### src/rtl/core/bkt_pkg.sv
`default_nettype none

package bkt_pkg;

	localparam int DUR_W       = 48;
	localparam int TOL_W       = 16;
	localparam int CNT_W       = 8;
	localparam int PROD_W      = DUR_W + TOL_W;
	localparam int CFG_DATA_W  = 16;
	localparam int IN_DATA_W   = 48;
	localparam int OUT_DATA_W  = 64;
	localparam int FIFO_DEPTH  = 8;

	localparam logic [TOL_W-1:0] TOL_RESET = 16'd655;
	localparam logic [CNT_W-1:0] MAX_RESET = 8'd20;
	localparam logic [CNT_W-1:0] CNT_MAX   = 8'hFF;

	// Configuration register indexes.
	localparam logic CFG_TOLERANCE   = 1'b0;
	localparam logic CFG_MAX_SAMPLES = 1'b1;

	// Snapshot of the kept list that the convergence check needs.
	typedef struct packed {
		logic [DUR_W-1:0] best;
		logic [DUR_W-1:0] kth;
		logic [CNT_W-1:0] count;
	} track_t;

	// Result item, first field in the highest bits.
	typedef struct packed {
		logic [CNT_W-1:0] samples_taken;
		logic             finished;
		logic             converged;
		logic [DUR_W-1:0] best_duration;
	} result_t;

	localparam int RES_W = $bits(result_t);

endpackage

`default_nettype wire

### src/rtl/core/best_k_duration_tracker.sv
// Best-K duration tracker.
// Each item on the s_ channel carries one measured duration and a restart
// flag; each produces exactly one item on the m_ channel with the smallest
// kept duration, the converged and finished flags and the sample count.
// The KEEP_BEST smallest nonzero durations are held in a sorted register
// list that is updated by parallel compares and a shift. An item passes
// the input register, the list and the result registers to the queue.
// Throughput is one item per cycle while s_tready is high.
// Results wait in an eight-entry output queue; s_tready drops only when
// the queue plus the items still in the pipeline would fill it, so a
// stalled receiver holds its data and never loses a result.
// Reset clears the list and the count and loads the tolerance (655, about
// one percent) and max_samples (20). Configuration writes through cfg_we,
// cfg_index and cfg_wdata take effect at once and are meant for idle times.
`default_nettype none

module best_k_duration_tracker #(
	parameter int KEEP_BEST = 5
) (
	input  wire logic                           clk,
	input  wire logic                           arst_n,
	input  wire logic                           s_tvalid,
	output logic                                s_tready,
	// [47:0] sample_duration
	input  wire logic [bkt_pkg::IN_DATA_W-1:0]  s_tdata,
	// [0] restart
	input  wire logic                           s_tuser,
	output logic                                m_tvalid,
	input  wire logic                           m_tready,
	// [47:0] best_duration, [48] converged, [49] finished,
	// [57:50] samples_taken, [63:58] zero
	output logic [bkt_pkg::OUT_DATA_W-1:0]      m_tdata,
	input  wire logic                           cfg_we,
	input  wire logic                           cfg_index,
	input  wire logic [bkt_pkg::CFG_DATA_W-1:0] cfg_wdata
);
	import bkt_pkg::*;

	localparam int FCW = $clog2(FIFO_DEPTH + 1);

	logic [TOL_W-1:0] tol_q;
	logic [CNT_W-1:0] max_q;

	logic             valid_s1;
	logic [DUR_W-1:0] sample_s1;
	logic             restart_s1;
	logic             valid_s2;
	logic             take;

	track_t           track;
	logic             push;
	result_t          res;
	result_t          head;
	logic [FCW-1:0]   fifo_cnt;
	logic [FCW-1:0]   pending;

	always_ff @(posedge clk or negedge arst_n) begin
		if (!arst_n) begin
			tol_q <= TOL_RESET;
			max_q <= MAX_RESET;
		end else if (cfg_we) begin
			unique case (cfg_index)
				CFG_TOLERANCE:   tol_q <= cfg_wdata[TOL_W-1:0];
				CFG_MAX_SAMPLES: max_q <= cfg_wdata[CNT_W-1:0];
				default:         ;
			endcase
		end
	end

	assign take = s_tvalid && s_tready;

	always_ff @(posedge clk or negedge arst_n) begin
		if (!arst_n) begin
			valid_s1 <= 1'b0;
			valid_s2 <= 1'b0;
		end else begin
			valid_s1 <= take;
			valid_s2 <= valid_s1;
		end
	end

	always_ff @(posedge clk) begin
		if (take) begin
			sample_s1  <= s_tdata[DUR_W-1:0];
			restart_s1 <= s_tuser;
		end
	end

	bkt_list #(
		.KEEP_BEST (KEEP_BEST)
	) u_list (
		.clk     (clk),
		.arst_n  (arst_n),
		.take    (valid_s1),
		.sample  (sample_s1),
		.restart (restart_s1),
		.track   (track)
	);

	bkt_conv #(
		.KEEP_BEST (KEEP_BEST)
	) u_conv (
		.clk           (clk),
		.arst_n        (arst_n),
		.en            (valid_s2),
		.track         (track),
		.tolerance_q16 (tol_q),
		.max_samples   (max_q),
		.push          (push),
		.res           (res)
	);

	bkt_fifo #(
		.WIDTH (RES_W),
		.DEPTH (FIFO_DEPTH)
	) u_fifo (
		.clk       (clk),
		.arst_n    (arst_n),
		.push      (push),
		.push_data (res),
		.pop       (m_tready),
		.out_valid (m_tvalid),
		.out_data  (head),
		.count     (fifo_cnt)
	);

	// Items in the pipeline already own a queue slot.
	assign pending  = fifo_cnt + FCW'(valid_s1) + FCW'(valid_s2) + FCW'(push);
	assign s_tready = pending < FCW'(FIFO_DEPTH);
	assign m_tdata  = {(OUT_DATA_W - RES_W)'(0), head};

endmodule

`default_nettype wire

### src/rtl/core/bkt_list.sv
`default_nettype none

module bkt_list #(
	parameter int KEEP_BEST = 5
) (
	input  wire logic                      clk,
	input  wire logic                      arst_n,
	input  wire logic                      take,
	input  wire logic [bkt_pkg::DUR_W-1:0] sample,
	input  wire logic                      restart,
	output bkt_pkg::track_t                track
);
	import bkt_pkg::*;

	logic [DUR_W-1:0] list_q [KEEP_BEST];
	logic [CNT_W-1:0] cnt_q;

	logic [DUR_W-1:0] base [KEEP_BEST];
	logic [DUR_W-1:0] nxt  [KEEP_BEST];
	logic [CNT_W-1:0] base_cnt;
	logic [CNT_W-1:0] nxt_cnt;
	logic [CNT_W-1:0] slot;
	logic [KEEP_BEST-1:0] gt;
	logic             full;
	logic             nonzero;
	logic             ins;

	always_comb begin
		for (int i = 0; i < KEEP_BEST; i++) begin
			base[i] = restart ? '0 : list_q[i];
		end
		base_cnt = restart ? '0 : cnt_q;
		full     = base_cnt >= CNT_W'(KEEP_BEST);
		slot     = full ? CNT_W'(KEEP_BEST - 1) : base_cnt;
		nonzero  = sample != '0;
		ins      = nonzero && (!full || sample < base[KEEP_BEST-1]);
		nxt_cnt  = (nonzero && base_cnt != CNT_MAX) ? base_cnt + 1'b1 : base_cnt;
	end

	// Every slot compares against the sample at once; the insertion point is
	// the first slot holding a larger value, and everything after it moves up.
	for (genvar i = 0; i < KEEP_BEST; i++) begin : g_slot
		assign gt[i] = (CNT_W'(i) >= slot) || (base[i] > sample);
		if (i == 0) begin : g_head
			assign nxt[i] = (ins && gt[i]) ? sample : base[i];
		end else begin : g_body
			always_comb begin
				if (ins && CNT_W'(i) <= slot) begin
					nxt[i] = gt[i-1] ? base[i-1] : (gt[i] ? sample : base[i]);
				end else begin
					nxt[i] = base[i];
				end
			end
		end
	end

	always_ff @(posedge clk or negedge arst_n) begin
		if (!arst_n) begin
			for (int i = 0; i < KEEP_BEST; i++) begin
				list_q[i] <= '0;
			end
			cnt_q <= '0;
		end else if (take) begin
			for (int i = 0; i < KEEP_BEST; i++) begin
				list_q[i] <= nxt[i];
			end
			cnt_q <= nxt_cnt;
		end
	end

	assign track.best  = list_q[0];
	assign track.kth   = list_q[KEEP_BEST-1];
	assign track.count = cnt_q;

endmodule

`default_nettype wire

### src/rtl/core/bkt_conv.sv
`default_nettype none

module bkt_conv #(
	parameter int KEEP_BEST = 5
) (
	input  wire logic                      clk,
	input  wire logic                      arst_n,
	input  wire logic                      en,
	input  wire bkt_pkg::track_t           track,
	input  wire logic [bkt_pkg::TOL_W-1:0] tolerance_q16,
	input  wire logic [bkt_pkg::CNT_W-1:0] max_samples,
	output logic                           push,
	output bkt_pkg::result_t               res
);
	import bkt_pkg::*;

	logic              valid_s3;
	logic [DUR_W-1:0]  best_s3;
	logic [DUR_W-1:0]  diff_s3;
	logic [PROD_W-1:0] prod_s3;
	logic [CNT_W-1:0]  cnt_s3;
	logic              full_s3;
	logic              le_s3;
	logic              conv;

	always_ff @(posedge clk or negedge arst_n) begin
		if (!arst_n) begin
			valid_s3 <= 1'b0;
		end else begin
			valid_s3 <= en;
		end
	end

	// The product and the spread are registered before they are compared.
	always_ff @(posedge clk) begin
		if (en) begin
			best_s3 <= track.best;
			diff_s3 <= track.kth - track.best;
			prod_s3 <= PROD_W'(track.best) * PROD_W'(tolerance_q16);
			cnt_s3  <= track.count;
			full_s3 <= track.count >= CNT_W'(KEEP_BEST);
			le_s3   <= track.kth <= track.best;
		end
	end

	assign conv = full_s3 && (le_s3 || {diff_s3, TOL_W'(0)} <= prod_s3);

	assign push              = valid_s3;
	assign res.best_duration = best_s3;
	assign res.converged     = conv;
	assign res.finished      = conv || cnt_s3 >= max_samples;
	assign res.samples_taken = cnt_s3;

endmodule

`default_nettype wire

### src/rtl/core/bkt_fifo.sv
`default_nettype none

module bkt_fifo #(
	parameter int WIDTH = 58,
	parameter int DEPTH = 8
) (
	input  wire logic                       clk,
	input  wire logic                       arst_n,
	input  wire logic                       push,
	input  wire logic [WIDTH-1:0]           push_data,
	input  wire logic                       pop,
	output logic                            out_valid,
	output logic [WIDTH-1:0]                out_data,
	output logic [$clog2(DEPTH+1)-1:0]      count
);
	localparam int PW = $clog2(DEPTH);

	logic [WIDTH-1:0]           mem_q [DEPTH];
	logic [PW-1:0]              wr_q;
	logic [PW-1:0]              rd_q;
	logic [$clog2(DEPTH+1)-1:0] cnt_q;
	logic                       do_pop;

	assign do_pop = pop && cnt_q != '0;

	always_ff @(posedge clk) begin
		if (push) begin
			mem_q[wr_q] <= push_data;
		end
	end

	always_ff @(posedge clk or negedge arst_n) begin
		if (!arst_n) begin
			wr_q  <= '0;
			rd_q  <= '0;
			cnt_q <= '0;
		end else begin
			if (push) begin
				wr_q <= wr_q + 1'b1;
			end
			if (do_pop) begin
				rd_q <= rd_q + 1'b1;
			end
			if (push && !do_pop) begin
				cnt_q <= cnt_q + 1'b1;
			end else if (!push && do_pop) begin
				cnt_q <= cnt_q - 1'b1;
			end
		end
	end

	assign out_valid = cnt_q != '0;
	assign out_data  = mem_q[rd_q];
	assign count     = cnt_q;

endmodule

`default_nettype wire

### config.mk
export PLATFORM = sky130hd
export DESIGN_NAME = best_k_duration_tracker
export DESIGN_NICKNAME = d
export VERILOG_FILES = /design/src/rtl/core/bkt_pkg.sv /design/src/rtl/core/best_k_duration_tracker.sv /design/src/rtl/core/bkt_list.sv /design/src/rtl/core/bkt_conv.sv /design/src/rtl/core/bkt_fifo.sv
export SDC_FILE = /design/constraint.sdc
export NUM_CORES = 2
export LEC_CHECK = 0
export ABC_CLOCK_PERIOD_IN_PS = 10000
export BUFFER_PORTS_ARGS = -buffer_cell sky130_fd_sc_hd__buf_2
export CAP_MARGIN = 20
export CORE_MARGIN = 1.5
export CORE_UTILIZATION = 65
export CTS_BUF_LIST = sky130_fd_sc_hd__clkbuf_8 sky130_fd_sc_hd__clkbuf_16
export DETAILED_ROUTE_END_ITERATION = 12
export PLACE_DENSITY = 0.82
export SYNTH_ARGS = -nofsm -noshare
export SYNTH_HDL_FRONTEND = slang
export SYNTH_SLANG_ARGS = --single-unit
### constraint.sdc
create_clock -name clk -period 10 [get_ports clk]
set_input_delay 1 -clock clk [delete_from_list [all_inputs] [get_ports clk]]
set_output_delay 1 -clock clk [all_outputs]
set_load 0.01 [all_outputs]
==> summary.md <==
| Metric | Value |
|---|---|
| Status | completed |
| CTS resizes | 0 |
| Part of the cycle the worst path needs | 80.29% |
| CTS H-tree lvls | 3 |
| Post-Syn Instances | 6798 |
| Critical Path AT | 8.53 ns |
| Worst Hold Margin | 0.3041 ns |
| Starting density of the core | 65.45% |
| Max-cap viol count | 0 |
| Remaining Overflow, GRT | 0 |
| Routed len/inst | 28.64 µm |
| Num ports | 137 |
| First-pass GRT wire length | 359800 µm |
| Vias per cell | 6.764 |
| Final WL | 239800 µm |
| Crit. End Element | register |
| Clock buffer count from CTS | 101 |
| Total number of vias | 56642 |
| Final ANT Viol Nets | 0 |
| Final period demand of the worst path | 8.029 ns |
| TNS Setup | 0 ns |
| Initial antenna violation count | 19 |
| Critical path class | register to register |
| Post-synth ARST share | 29.44% |
| Warnings from Yosys | 0 |
| FMAX | 124.6 MHz |
| CTS sink count | 968 |
| Row count | 123 |
| Max_slew headroom | 14.76% |
| Slew Limit Fails | 0 |
| GRT Util Overall | 41.93% |
| FF+latch area | 27670 µm² |
| Buffer count from post-CTS setup fixing | 0 |
| Multi-input logic area | 40720 µm² |
| DRC | 0 |
| Die area | 115100 µm² |
| Setup ws final | 1.971 ns |
| Final Hold Vio Count | 0 |
| Top FF cell, synth | edfxtp_1 |
| Root buf cell | clkbuf_16 |
| Worst-margin pin slew | 1.278 ns |
| Clock latency reported for the late side of the worst-skew pair | 0.79 ns |
| Nets | 7979 |
| Worst-path clk slew | 0.07 ns |
| IO Port Bufs | 130 |
| DR iter-0 viols | 7586 |
| Post-Place Setup Slack | 2.105 ns |
| Die Span X | 339.3 µm |
| Startpoint class of the critical path | register |
| # fillers | 7546 |
| RSZ-0062 raised after global routing | false |
| Synth cell types | 90 |
| RePlAce Congestion | 0.9859 |
| CP Max Fanout | 28 |
| Vias in the first global route | 57898 |
| # setup viols final | 0 |
| Synth Cell Area | 73530 µm² |
| CTS max path bufs | 3 |
| Required @ worst endpoint | 10.50 ns |
| Area growth, synth to finish | 7.859% |
| Sequential share of the synthesized area | 37.61% |
| Syn avg cell area | 10.82 µm² |
| Seq cells post-synth | 968 |
| Hold WC Path Type | primary input to asynchronous set/reset pin |
| Die Y | 339.3 µm |
| CTS tree | done |
| Cts hold-fix bufs | 0 |
| Post-synth EDFFs | 683 |
| Core area | 112300 µm² |
| 1st-pass router iterations | 13 |
| Fraction of layout cells with a size suffix above 1 | 10.62% |
| Pin count of the biggest net entering global routing | 140 |
| Dpl hpwl | 156400 µm |
| Skew final | 0.1144 ns |
cell usage in the layout (no fill, tap or decap), drive strengths merged, types with 73 or more instances in the layout:
cell	netlist	final
inv	1021	1042
nand2	849	849
edfxtp	683	683
fa	645	645
ha	488	488
a21oi	280	280
dfrtp	277	277
and2	255	255
buf	64	245
nor2	202	202
o21ai	180	180
a21o	159	159
nand3	140	140
mux2	140	140
mux4	116	116
clkbuf	312	113
nor2b	94	94
o221ai	80	80
nand4	77	77
xnor2	73	73
flip-flops by register name (all words and copies together), names as in the netlist, 3 cells and up:
| name | count |
|---|---|
| u_fifo.wr_q | 3 |
| u_conv.best_s3 | 48 |
| tol_q | 16 |
| u_fifo.rd_q | 3 |
| u_conv.prod_s3 | 64 |
| u_list.list_q | 144 |
| max_q | 8 |
| sample_s1 | 48 |
| u_fifo.mem_q | 464 |
| u_list.cnt_q | 8 |
| u_conv.diff_s3 | 48 |
| u_list.track | 96 |
| u_conv.cnt_s3 | 8 |
| u_fifo.count | 4 |
cell families after synthesis:
group / count (synthesis) / synth area share (%)
other cells: 1 / 0.005100
buf+inv: 1397 / 7.244
xor+xnor: 109 / 1.298
simple gates: 1778 / 11.38
fa+ha+maj: 1133 / 25.87
flops: 968 / 37.61
mux: 312 / 6.460
compound gates: 1100 / 10.14
layout make-up:
class,instances,area share (%)
Clock buffer,113,3.409
Tap cell,1500,2.367
Timing Repair Buffer,245,2.008
Sequential cell,968,34.89
Clock inverter,78,1.108
Antenna cell,11,0.03471
Multi-Input combinational cell,4438,51.35
Inverter,1021,4.836
metal layers:
layer,vias up,global-route usage [%],part of all wire [%]
li1,23097,-,-
met1,27734,52.30,34
met2,4537,62.90,44
met3,1254,13.79,13
met4,20,27.55,8.2
met5,-,0,0.061
critical path, cell delays in order (launching register included):
cell	delay, ns
dfrtp_1	1.03
buf_4	0.51
nand2_1	0.15
fa_1	0.57
inv_1	0.06
fa_1	0.48
fa_1	0.58
fa_1	0.46
fa_1	0.52
fa_1	0.43
ha_1	0.36
nand2_1	0.16
a2111oi_0	0.12
a221oi_2	0.64
a311oi_1	0.22
a211oi_2	0.49
o21ai_2	0.21
o41ai_4	0.48
o21bai_1	0.13
a21oi_2	0.17
xnor2_1	0.08
cells in the mapped netlist, drive strengths merged, types with 159 or more instances:
cell    count  area (µm²)
a21o      159        1194
a21oi     280        1405
and2      255        1595
clkbuf    312        1172
dfrtp     277        6932
edfxtp    683       20510
fa        645       12910
ha        488        6106
inv      1021        3832
nand2     849        3187
nor2      202       779.5
o21ai     180       904.6
metrics by stage:
step                      instances  utilization (%)  cell area, µm²
after CTS                      8360            70.52           79220
after global routing           8364            70.57           79280
after detailed placement       8169            67.33           75640
after floorplan                6803                -           73540
final                          8374            70.59           79300
after global placement         8168            67.31           75620
worst paths after layout:
| check | from | end | slack, ns | depth (start not counted) |
|---|---|---|---|---|
| setup / recovery | tol_q[8] | u_conv.prod_s3[56] | 1.97 | 20 |
| hold / removal | arst_n | u_list.list_q[76] | 0.30 | 1 |
| setup reg to reg | tol_q[8] | u_conv.prod_s3[56] | 1.97 | 20 |
| hold reg to reg | u_list.list_q[150] | u_list.list_q[150] | 0.50 | 2 |
| max in group asynchronous | arst_n | tol_q[14] | 7.34 | 3 |
| min in group clk | s_tdata[25] | sample_s1[25] | 0.38 | 1 |
Power is not shown: default switching activity piles up to over one toggle a cycle in this logic, so the estimate is an artifact.
